$ cat src/rtl/core/bgd_pkg.sv
// ----------------------------------------------------------------------------
// bgd_pkg
// Shared types and constants of the button gesture detector: gesture codes,
// register indexes, the configuration set and the per-button state word.
// ----------------------------------------------------------------------------
package bgd_pkg;

  localparam int MAX_RESULTS = 8;
  localparam int COUNT_W     = 4;
  localparam int CFG_IDX_W   = 3;
  localparam int CFG_DATA_W  = 16;

  typedef enum logic [2:0] {
    G_SHORT  = 3'd0,
    G_LONG   = 3'd1,
    G_DOUBLE = 3'd2,
    G_HOLD   = 3'd3,
    G_REPEAT = 3'd4
  } gesture_t;

  typedef enum logic [CFG_IDX_W-1:0] {
    REG_DOUBLE_WINDOW = 3'd0,
    REG_LONG_PRESS    = 3'd1,
    REG_HOLD_PRESS    = 3'd2,
    REG_REPEAT_PERIOD = 3'd3,
    REG_DOUBLE_HOLD   = 3'd4,
    REG_TWO_STAGE     = 3'd5
  } cfg_reg_t;

  typedef enum logic [1:0] {
    ST_IDLE,
    ST_SCAN,
    ST_FLUSH
  } ctrl_state_t;

  typedef struct packed {
    logic [15:0] double_window_ms;
    logic [15:0] long_press_ms;
    logic [15:0] hold_press_ms;
    logic [15:0] repeat_period_ms;
    logic [7:0]  double_hold_enable;
    logic [7:0]  two_stage_enable;
  } cfg_regs_t;

  typedef struct packed {
    logic        btn_down;
    logic        long_sent;
    logic        hold_sent;
    logic        tap_waiting;
    logic        press_eaten;
    logic [31:0] press_stamp;
    logic [31:0] repeat_stamp;
    logic [31:0] tap_stamp;
  } btn_state_t;

  typedef struct packed {
    logic     fire;
    gesture_t kind;
  } eval_res_t;

  // Buttons from index 8 upwards have no mask bit and stay in normal mode.
  function automatic logic mask_bit(logic [7:0] mask, logic [3:0] idx);
    logic bit_val;
    bit_val = 1'b0;
    if (!idx[3]) begin
      bit_val = mask[idx[2:0]];
    end
    return bit_val;
  endfunction

endpackage

$ cat src/rtl/core/bgd_ram.sv
// ----------------------------------------------------------------------------
// bgd_ram
// Generic single-port-write, single-port-read RAM with a registered read.
// ----------------------------------------------------------------------------
module bgd_ram #(
  parameter int WIDTH = 8,
  parameter int DEPTH = 8
) (
  input  logic                                      clk,
  input  logic                                      we,
  input  logic [((DEPTH > 1) ? $clog2(DEPTH) : 1)-1:0] waddr,
  input  logic [WIDTH-1:0]                          wdata,
  input  logic                                      re,
  input  logic [((DEPTH > 1) ? $clog2(DEPTH) : 1)-1:0] raddr,
  output logic [WIDTH-1:0]                          rdata
);

  logic [WIDTH-1:0] mem [DEPTH];

  always_ff @(posedge clk) begin
    if (we) begin
      mem[waddr] <= wdata;
    end
    if (re) begin
      rdata <= mem[raddr];
    end
  end

endmodule

$ cat src/rtl/core/bgd_eval.sv
// ----------------------------------------------------------------------------
// bgd_eval
// Gesture rules for one button: takes the stored state word and the current
// request, and gives the updated word and at most one gesture.
// ----------------------------------------------------------------------------
module bgd_eval
  import bgd_pkg::*;
(
  input  cfg_regs_t   cfg,
  input  btn_state_t  cur_state,
  input  logic        dh_mode,
  input  logic        ts_mode,
  input  logic        is_tick,
  input  logic        pressed,
  input  logic [31:0] now,
  output btn_state_t  next_state,
  output eval_res_t   res
);

  logic [31:0] d_press;
  logic [31:0] d_tap;
  logic [31:0] d_repeat;
  logic        hold_due;
  logic        long_due;
  logic        repeat_due;
  logic        tap_inside;

  // Differences wrap modulo 2^32, as the time counter does.
  assign d_press    = now - cur_state.press_stamp;
  assign d_tap      = now - cur_state.tap_stamp;
  assign d_repeat   = now - cur_state.repeat_stamp;
  assign hold_due   = d_press >= {16'd0, cfg.hold_press_ms};
  assign long_due   = d_press >= {16'd0, cfg.long_press_ms};
  assign repeat_due = d_repeat >= {16'd0, cfg.repeat_period_ms};
  assign tap_inside = d_tap <= {16'd0, cfg.double_window_ms};

  always_comb begin
    next_state = cur_state;
    res.fire   = 1'b0;
    res.kind   = G_SHORT;
    if (!is_tick) begin
      if (dh_mode) begin
        if (pressed) begin
          if (cur_state.tap_waiting && tap_inside) begin
            next_state.tap_waiting = 1'b0;
            next_state.press_eaten = 1'b1;
            res.fire               = 1'b1;
            res.kind               = G_DOUBLE;
          end else begin
            next_state.press_eaten = 1'b0;
          end
          next_state.btn_down    = 1'b1;
          next_state.press_stamp = now;
          next_state.hold_sent   = 1'b0;
        end else if (cur_state.btn_down) begin
          if (!cur_state.hold_sent && !cur_state.press_eaten) begin
            next_state.tap_waiting = 1'b1;
            next_state.tap_stamp   = now;
          end
          next_state.btn_down    = 1'b0;
          next_state.hold_sent   = 1'b0;
          next_state.press_eaten = 1'b0;
        end
      end else if (pressed) begin
        next_state.press_stamp  = now;
        next_state.btn_down     = 1'b1;
        next_state.long_sent    = 1'b0;
        next_state.hold_sent    = 1'b0;
        next_state.repeat_stamp = '0;
      end else begin
        if (cur_state.btn_down) begin
          if (ts_mode) begin
            if (!cur_state.hold_sent) begin
              res.fire = 1'b1;
              res.kind = long_due ? G_LONG : G_SHORT;
            end
          end else if (!cur_state.long_sent) begin
            res.fire = 1'b1;
            res.kind = G_SHORT;
          end
        end
        next_state.btn_down  = 1'b0;
        next_state.long_sent = 1'b0;
        next_state.hold_sent = 1'b0;
      end
    end else begin
      if (dh_mode) begin
        // A Hold clears the waiting tap, so at most one of the two fires.
        if (cur_state.btn_down && !cur_state.hold_sent && hold_due) begin
          next_state.hold_sent   = 1'b1;
          next_state.tap_waiting = 1'b0;
          res.fire               = 1'b1;
          res.kind               = G_HOLD;
        end else if (cur_state.tap_waiting && !tap_inside) begin
          next_state.tap_waiting = 1'b0;
          res.fire               = 1'b1;
          res.kind               = G_SHORT;
        end
      end else if (cur_state.btn_down) begin
        if (ts_mode) begin
          if (!cur_state.hold_sent && hold_due) begin
            next_state.hold_sent = 1'b1;
            res.fire             = 1'b1;
            res.kind             = G_HOLD;
          end
        end else if (!cur_state.long_sent) begin
          if (long_due) begin
            next_state.long_sent    = 1'b1;
            next_state.repeat_stamp = now;
            res.fire                = 1'b1;
            res.kind                = G_LONG;
          end
        end else if (repeat_due) begin
          next_state.repeat_stamp = now;
          res.fire                = 1'b1;
          res.kind                = G_REPEAT;
        end
      end
    end
  end

endmodule

$ cat src/rtl/core/button_gesture_detector_top.sv
// ----------------------------------------------------------------------------
// button_gesture_detector_top
// Per-button tap, double, long, hold and repeat detector. Button state is
// held in one RAM word per button and updated by read, modify and write.
// ----------------------------------------------------------------------------
// An edge request reads the state word of its button at acceptance, then
// evaluates it and writes it back. A tick request visits one button per
// cycle through the single RAM read port, unless a held gesture waits on a
// stalled output. Requests are taken one at a time. Reset sets the control
// and configuration registers to their defaults and marks every RAM entry
// invalid, so unwritten entries read as zero; no clearing pass is needed.
// ----------------------------------------------------------------------------
module button_gesture_detector_top
  import bgd_pkg::*;
#(
  parameter int NUM_BUTTONS = 8
) (
  input  logic                  clk,
  input  logic                  rst,
  // configuration
  input  logic                  cfg_valid,
  output logic                  cfg_ready,
  input  logic [CFG_IDX_W-1:0]  cfg_index,
  input  logic [CFG_DATA_W-1:0] cfg_data,
  // requests
  input  logic                  item_valid,
  output logic                  item_stall,
  input  logic                  mode,
  input  logic [2:0]            button_id,
  input  logic                  key_pressed,
  input  logic [31:0]           timestamp,
  // gestures
  output logic                  gesture_valid,
  input  logic                  gesture_stall,
  output logic [2:0]            gesture_button,
  output logic [2:0]            gesture_kind,
  output logic [31:0]           event_stamp,
  output logic                  last_of_run
);

  localparam int AW = (NUM_BUTTONS > 1) ? $clog2(NUM_BUTTONS) : 1;

  cfg_regs_t   cfg;
  ctrl_state_t state;
  ctrl_state_t state_next;

  logic             item_tick;
  logic             item_pressed;
  logic [31:0]      item_stamp;
  logic [AW-1:0]    cur;
  logic [COUNT_W-1:0] count;
  logic             rd_pending;
  logic             rd_valid;
  logic [NUM_BUTTONS-1:0] entry_valid;

  logic             pend_valid;
  logic [2:0]       pend_button;
  gesture_t         pend_kind;

  logic             accept;
  logic             id_ok;
  logic [3:0]       id4;
  logic [3:0]       cur4;
  logic             out_free;
  logic             step;
  logic             last_btn;
  logic             keep;
  logic             flush_go;
  logic             rd_en;
  logic [AW-1:0]    raddr;
  logic [$bits(btn_state_t)-1:0] ram_rdata;
  btn_state_t       cur_state;
  btn_state_t       next_state;
  eval_res_t        res;

  assign cfg_ready  = 1'b1;
  assign item_stall = (state != ST_IDLE);
  assign accept     = item_valid && !item_stall;
  assign id4        = {1'b0, button_id};
  assign id_ok      = {2'b00, button_id} < 5'(NUM_BUTTONS);
  assign cur4       = 4'(cur);
  assign out_free   = !gesture_valid || !gesture_stall;
  assign step       = (state == ST_SCAN) && rd_pending && (!pend_valid || out_free);
  assign last_btn   = !item_tick || (cur == AW'(NUM_BUTTONS - 1));
  assign keep       = step && res.fire && (count < COUNT_W'(MAX_RESULTS));
  assign flush_go   = (state == ST_FLUSH) && pend_valid && out_free;

  // Read port: first button at acceptance, then the next one while a tick
  // scan is stepping. Different entries, so no forwarding is needed.
  always_comb begin
    rd_en = 1'b0;
    raddr = '0;
    if (accept && (mode || id_ok)) begin
      rd_en = 1'b1;
      raddr = mode ? '0 : id4[AW-1:0];
    end else if (step && !last_btn) begin
      rd_en = 1'b1;
      raddr = cur + AW'(1);
    end
  end

  bgd_ram #(
    .WIDTH ($bits(btn_state_t)),
    .DEPTH (NUM_BUTTONS)
  ) u_state_ram (
    .clk   (clk),
    .we    (step),
    .waddr (cur),
    .wdata (next_state),
    .re    (rd_en),
    .raddr (raddr),
    .rdata (ram_rdata)
  );

  assign cur_state = rd_valid ? btn_state_t'(ram_rdata) : '0;

  bgd_eval u_eval (
    .cfg        (cfg),
    .cur_state  (cur_state),
    .dh_mode    (mask_bit(cfg.double_hold_enable, cur4)),
    .ts_mode    (mask_bit(cfg.two_stage_enable, cur4)),
    .is_tick    (item_tick),
    .pressed    (item_pressed),
    .now        (item_stamp),
    .next_state (next_state),
    .res        (res)
  );

  always_ff @(posedge clk) begin
    if (rst) begin
      cfg.double_window_ms   <= 16'd300;
      cfg.long_press_ms      <= 16'd800;
      cfg.hold_press_ms      <= 16'd1500;
      cfg.repeat_period_ms   <= 16'd200;
      cfg.double_hold_enable <= '0;
      cfg.two_stage_enable   <= '0;
    end else if (cfg_valid && cfg_ready) begin
      case (cfg_index)
        REG_DOUBLE_WINDOW: cfg.double_window_ms   <= cfg_data;
        REG_LONG_PRESS:    cfg.long_press_ms      <= cfg_data;
        REG_HOLD_PRESS:    cfg.hold_press_ms      <= cfg_data;
        REG_REPEAT_PERIOD: cfg.repeat_period_ms   <= cfg_data;
        REG_DOUBLE_HOLD:   cfg.double_hold_enable <= cfg_data[7:0];
        REG_TWO_STAGE:     cfg.two_stage_enable   <= cfg_data[7:0];
        default: ;
      endcase
    end
  end

  always_comb begin
    state_next = state;
    case (state)
      ST_IDLE: begin
        if (accept) begin
          state_next = (mode || id_ok) ? ST_SCAN : ST_FLUSH;
        end
      end
      ST_SCAN: begin
        if (step && last_btn) begin
          state_next = ST_FLUSH;
        end
      end
      ST_FLUSH: begin
        if (!pend_valid || out_free) begin
          state_next = ST_IDLE;
        end
      end
      default: state_next = ST_IDLE;
    endcase
  end

  always_ff @(posedge clk) begin
    if (rst) begin
      state <= ST_IDLE;
    end else begin
      state <= state_next;
    end
  end

  // Control state of the scan.
  always_ff @(posedge clk) begin
    if (rst) begin
      rd_pending  <= 1'b0;
      rd_valid    <= 1'b0;
      entry_valid <= '0;
      count       <= '0;
      pend_valid  <= 1'b0;
    end else begin
      if (rd_en) begin
        rd_valid   <= entry_valid[raddr];
        rd_pending <= 1'b1;
      end else if (step) begin
        rd_pending <= 1'b0;
      end
      if (step) begin
        entry_valid[cur] <= 1'b1;
      end
      if (accept) begin
        count <= '0;
      end else if (keep) begin
        count <= count + COUNT_W'(1);
      end
      if (keep) begin
        pend_valid <= 1'b1;
      end else if (flush_go) begin
        pend_valid <= 1'b0;
      end
    end
  end

  always_ff @(posedge clk) begin
    if (accept) begin
      item_tick    <= mode;
      item_pressed <= key_pressed;
      item_stamp   <= timestamp;
      cur          <= mode ? '0 : id4[AW-1:0];
    end else if (step && !last_btn) begin
      cur <= cur + AW'(1);
    end
    if (keep) begin
      pend_button <= cur4[2:0];
      pend_kind   <= res.kind;
    end
  end

  // A held gesture goes out once the next one arrives (not last) or at the
  // end of the request (last).
  always_ff @(posedge clk) begin
    if (rst) begin
      gesture_valid <= 1'b0;
    end else if ((keep && pend_valid) || flush_go) begin
      gesture_valid <= 1'b1;
    end else if (!gesture_stall) begin
      gesture_valid <= 1'b0;
    end
  end

  always_ff @(posedge clk) begin
    if ((keep && pend_valid) || flush_go) begin
      gesture_button <= pend_button;
      gesture_kind   <= pend_kind;
      event_stamp    <= item_stamp;
      last_of_run    <= flush_go;
    end
  end

endmodule

$ cat config.mk
export PLATFORM = sky130hd
export DESIGN_NAME = button_gesture_detector_top
export DESIGN_NICKNAME = d
export VERILOG_FILES = /design/src/rtl/core/bgd_pkg.sv /design/src/rtl/core/bgd_ram.sv /design/src/rtl/core/bgd_eval.sv /design/src/rtl/core/button_gesture_detector_top.sv
export SDC_FILE = /design/constraint.sdc
export NUM_CORES = 2
export LEC_CHECK = 0
export ABC_AREA = 1
export BUFFER_PORTS_ARGS = -buffer_cell sky130_fd_sc_hd__clkbuf_2
export CORE_MARGIN = 3
export CORE_UTILIZATION = 50
export DETAILED_ROUTE_END_ITERATION = 7
export PLACE_DENSITY_LB_ADDON = 0.08
export REMOVE_ABC_BUFFERS = 1
export SLEW_MARGIN = 5
export SYNTH_ARGS = -nofsm -noshare
export SYNTH_HDL_FRONTEND = slang
export SYNTH_SLANG_ARGS = --single-unit
$ cat constraint.sdc
create_clock -name clk -period 6.8 [get_ports clk]
set_clock_uncertainty 0.2 [all_clocks]
set_input_delay 1.36 -clock clk [delete_from_list [all_inputs] [get_ports clk]]
set_output_delay 1.36 -clock clk [all_outputs]
set_load 0.05 [all_outputs]
==> impl_results.md <==
- Net Sw Frac: 26.3%
- H-tree Lvls: 3
- DRT iter0 DRCs: 3560
- Top FF cell, synth: edfxtp_1
- Status: finished, final reports clean
- Unrepaired setup endpoints after global routing: false
- Layout Nets: 5424
- Die Height: 327 um
- Antenna Nets Post-Route: 0
- Core ar.: 0.102 mm^2
- CTS max path bufs: 3
- Num CTS Buffers: 112
- Critical Path Start Type: flip-flop
- PwrDens: 275 mW/mm^2
- CTS tree: done
- Drt pass-1 iters: 6
- Hold/Removal Path Class: flip-flop to flip-flop
- Slowest cell on the critical path: dfxtp_4
- Fill count: 9005
- Netlist cell types: 47
- Vias: 37361
- Setup tns final: 0 ns
- Critical Path AT: 5.85 ns
- P_leak: 21.9 nW
- Crit Path Class: flip-flop to flip-flop
- Clock power frac: 38.4%
- Synthesized area per cell: 10.0 um^2
- Die area: 0.107 mm^2
- Layout overhead on the synthesized area: 10.9%
- Critical path fanouts, max: 35
- Post-CTS setup repair buffer count: 0
- Clock sink count: 1089
- Routed WL: 148000 um
- Register area share after synthesis: 61.4%
- Mapped Area: 0.0517 mm^2
- Clock transition at the registers of the reported paths: 0.06 ns
- Clk_lat worst skew: 0.71 ns
- Fin. Hold Viols: 0
- Root Buffer: clkbuf_16
- Die Wd: 327 um
- DP Wirelength: 92400 um
- Largest net degree at the start of global routing: 183
- Worst Tran Pin Value: 1.24 ns
- Post-Syn Instances: 5150
- Peak Freq: 0.176 GHz
- Commonest non-fill, non-tap cell in the layout: edfxtp_1
- DR vias/cell: 5.61
- Io pins: 103
- Post-synth EDFFs: 991
- CP Capture Type: flip-flop
- Drc violations: 0
- Normalized max-slew margin: 17.0%
- First-pass GRT wire length: 219000 um
- Max-Cap Viols: 0
- P_sw: 4.14 mW
- Vias in the first global route: 34936
- Yosys reg bits: 1089
- Initial Util: 50.6%
- FFs w/ async S/R, synth: 0%
- Fin crit share: 83.4%
- Most frequent cells in the layout: 991 x edfxtp_1, 926 x nand2_1, 907 x nor2_1
- Critical Path RT: 6.97 ns
- Cts repair resizes: 0
- Initial antenna violation count: 9
- Ys Warns: 0
- Routed wire per std cell: 22.2 um
- Share of layout cells above drive strength 1: 9.58%
- Hold_buf cts: 0
- Worst VDD drop: 0.234 mV
- Min Tclk post-route: 5.67 ns
- Pint: 11.6 mW
- Final core occ: 56.1%
- Comb pwr share: 13.0%
- Part of the power in registers: 48.6%
- # setup viols final: 0
- PortBufs: 101
- Grt total ovfl: 0
- Crit-path max cell delay: 0.67 ns
- Site row count: 117
- Max Slew Vio Count: 0
- Most used cell, CP: nand2_1
- Placer Congestion: 0.947
- Total track usage: 27.4%
synth_stat cells (2+ instances only):
library cell / count / area, um^2
a211oi_1: 5 / 37.5
a21o_1: 3 / 22.5
a21oi_1: 247 / 1240
a21oi_2: 19 / 166
a31oi_1: 104 / 651
and2_1: 4 / 25.0
buf_1: 13 / 48.8
buf_12: 2 / 40.0
buf_2: 25 / 125
buf_4: 4 / 30.0
buf_6: 2 / 22.5
clkbuf_1: 173 / 649
dfxtp_1: 98 / 1960
edfxtp_1: 991 / 29800
fa_1: 3 / 60.1
ha_1: 164 / 2050
inv_1: 478 / 1790
inv_2: 11 / 41.3
nand2_1: 932 / 3500
nand2_2: 15 / 93.8
nand3_1: 113 / 566
nand3_2: 3 / 30.0
nand3b_1: 11 / 82.6
nand4_1: 29 / 181
nor2_1: 907 / 3400
nor2_2: 13 / 81.3
nor2_4: 2 / 22.5
nor3_1: 17 / 85.1
nor3_2: 3 / 30.0
nor4_1: 4 / 25.0
o211ai_1: 123 / 923
o21a_1: 6 / 45.0
o21ai_0: 329 / 1650
o21ai_1: 27 / 135
o21bai_1: 11 / 82.6
o32ai_1: 101 / 885
or2_2: 101 / 632
xnor2_1: 4 / 35.0
xor2_1: 45 / 394
power by group through the flow:
stage	Combinational [mW]	Clock, mW	Sequential [mW]
after detailed placement	2.04	0	7.79
after CTS	2.05	6.15	7.65
after global routing	2.31	6.42	7.66
final	2.05	6.05	7.66
after global placement	2.03	0	7.80
after floorplan	1.45	0	7.73
worst max-delay path, delay by kind of cell (launching register included):
| family | cells | cell delay, ns |
|---|---|---|
| fa+ha+maj | 2 | 0.64 |
| flops | 1 | 0.67 |
| xor+xnor | 1 | 0.22 |
| simple gates | 16 | 2.31 |
| buf+inv | 3 | 0.74 |
| compound gates | 3 | 0.50 |
cells by family (layout without fill, tap and decap cells):
group | count (synthesis) | in the layout | share of synthesized area [%]
and+or+nand+nor | 2156 | 2156 | 17.0
adders and majority gates | 167 | 167 | 4.09
DFF | 1089 | 1089 | 61.4
other | 1 | 2 | 0.00726
AOI/OAI and AO/OA | 978 | 978 | 11.3
xor gates and xnor gates | 49 | 49 | 0.831
buffers and inverters | 710 | 853 | 5.34
per-layer routing:
| layer | routed length, um | part of all wire, % | GRT usage, % | vias to the layer above |
|---|---|---|---|---|
| met2 | 67100 | 45 | 42.9 | 1302 |
| li1 | - | - | - | 17857 |
| met1 | 65500 | 44 | 39.4 | 17973 |
| met3 | 10900 | 7.4 | 4.53 | 225 |
| met4 | 4360 | 2.9 | 7.98 | 4 |
| met5 | 34 | 0.023 | 0 | - |
layout make-up:
cell class | instances | area (um^2) | share of cell area [%]
inverters | 490 | 1890 | 3.30
repair buffers | 152 | 1100 | 1.92
well taps | 1368 | 1710 | 2.99
clock buffers | 135 | 3030 | 5.29
flip-flops and latches | 1089 | 31700 | 55.4
multi-input cells | 3351 | 17200 | 30.1
diodes | 1 | 2.50 | 0.00437
clock inverters | 76 | 622 | 1.09
path summary, 6_finish.rpt:
kind,startpoint,to,slack (ns),cells after the start
worst max-delay path,rd_valid$_SDFFE_PP0P_,event_stamp[31]$_DFFE_PP_,1.13,25
worst min-delay path,pend_button[0]$_DFFE_PP_,gesture_button[0]$_DFFE_PP_,0.22,0
worst max register to register,rd_valid$_SDFFE_PP0P_,event_stamp[31]$_DFFE_PP_,1.13,25
worst min register to register,pend_button[0]$_DFFE_PP_,gesture_button[0]$_DFFE_PP_,0.22,0
registers in the layout, summed over array words and instances, names as in the netlist:
register,count
gesture_valid,1
gesture_button,3
item_pressed,1
rd_valid,1
u_state_ram.mem,808
cfg,80
pend_button,3
last_of_run,1
state,2
rd_pending,1
u_state_ram.rdata,101
entry_valid,8
count,4
cur,3
pend_kind,3
pend_valid,1
item_tick,1
item_stamp,32
event_stamp,32
gesture_kind,3
stage by stage:
stage               std cells  power (mW)  area, um^2  hold WS [ns]  setup WS [ns]
detailed placement       6450        9.83       53700         0.206           1.14
CTS                      6661        15.9       57300         0.220           1.11
global route             6661        16.4       57300         0.228          0.624
global placement         6450        9.82       53700         0.202           1.20
floorplan                4930        9.18       50700         0.200          -7.43
finish                   6662        15.8       57300         0.218           1.13
(Power assumes the default switching activity.)
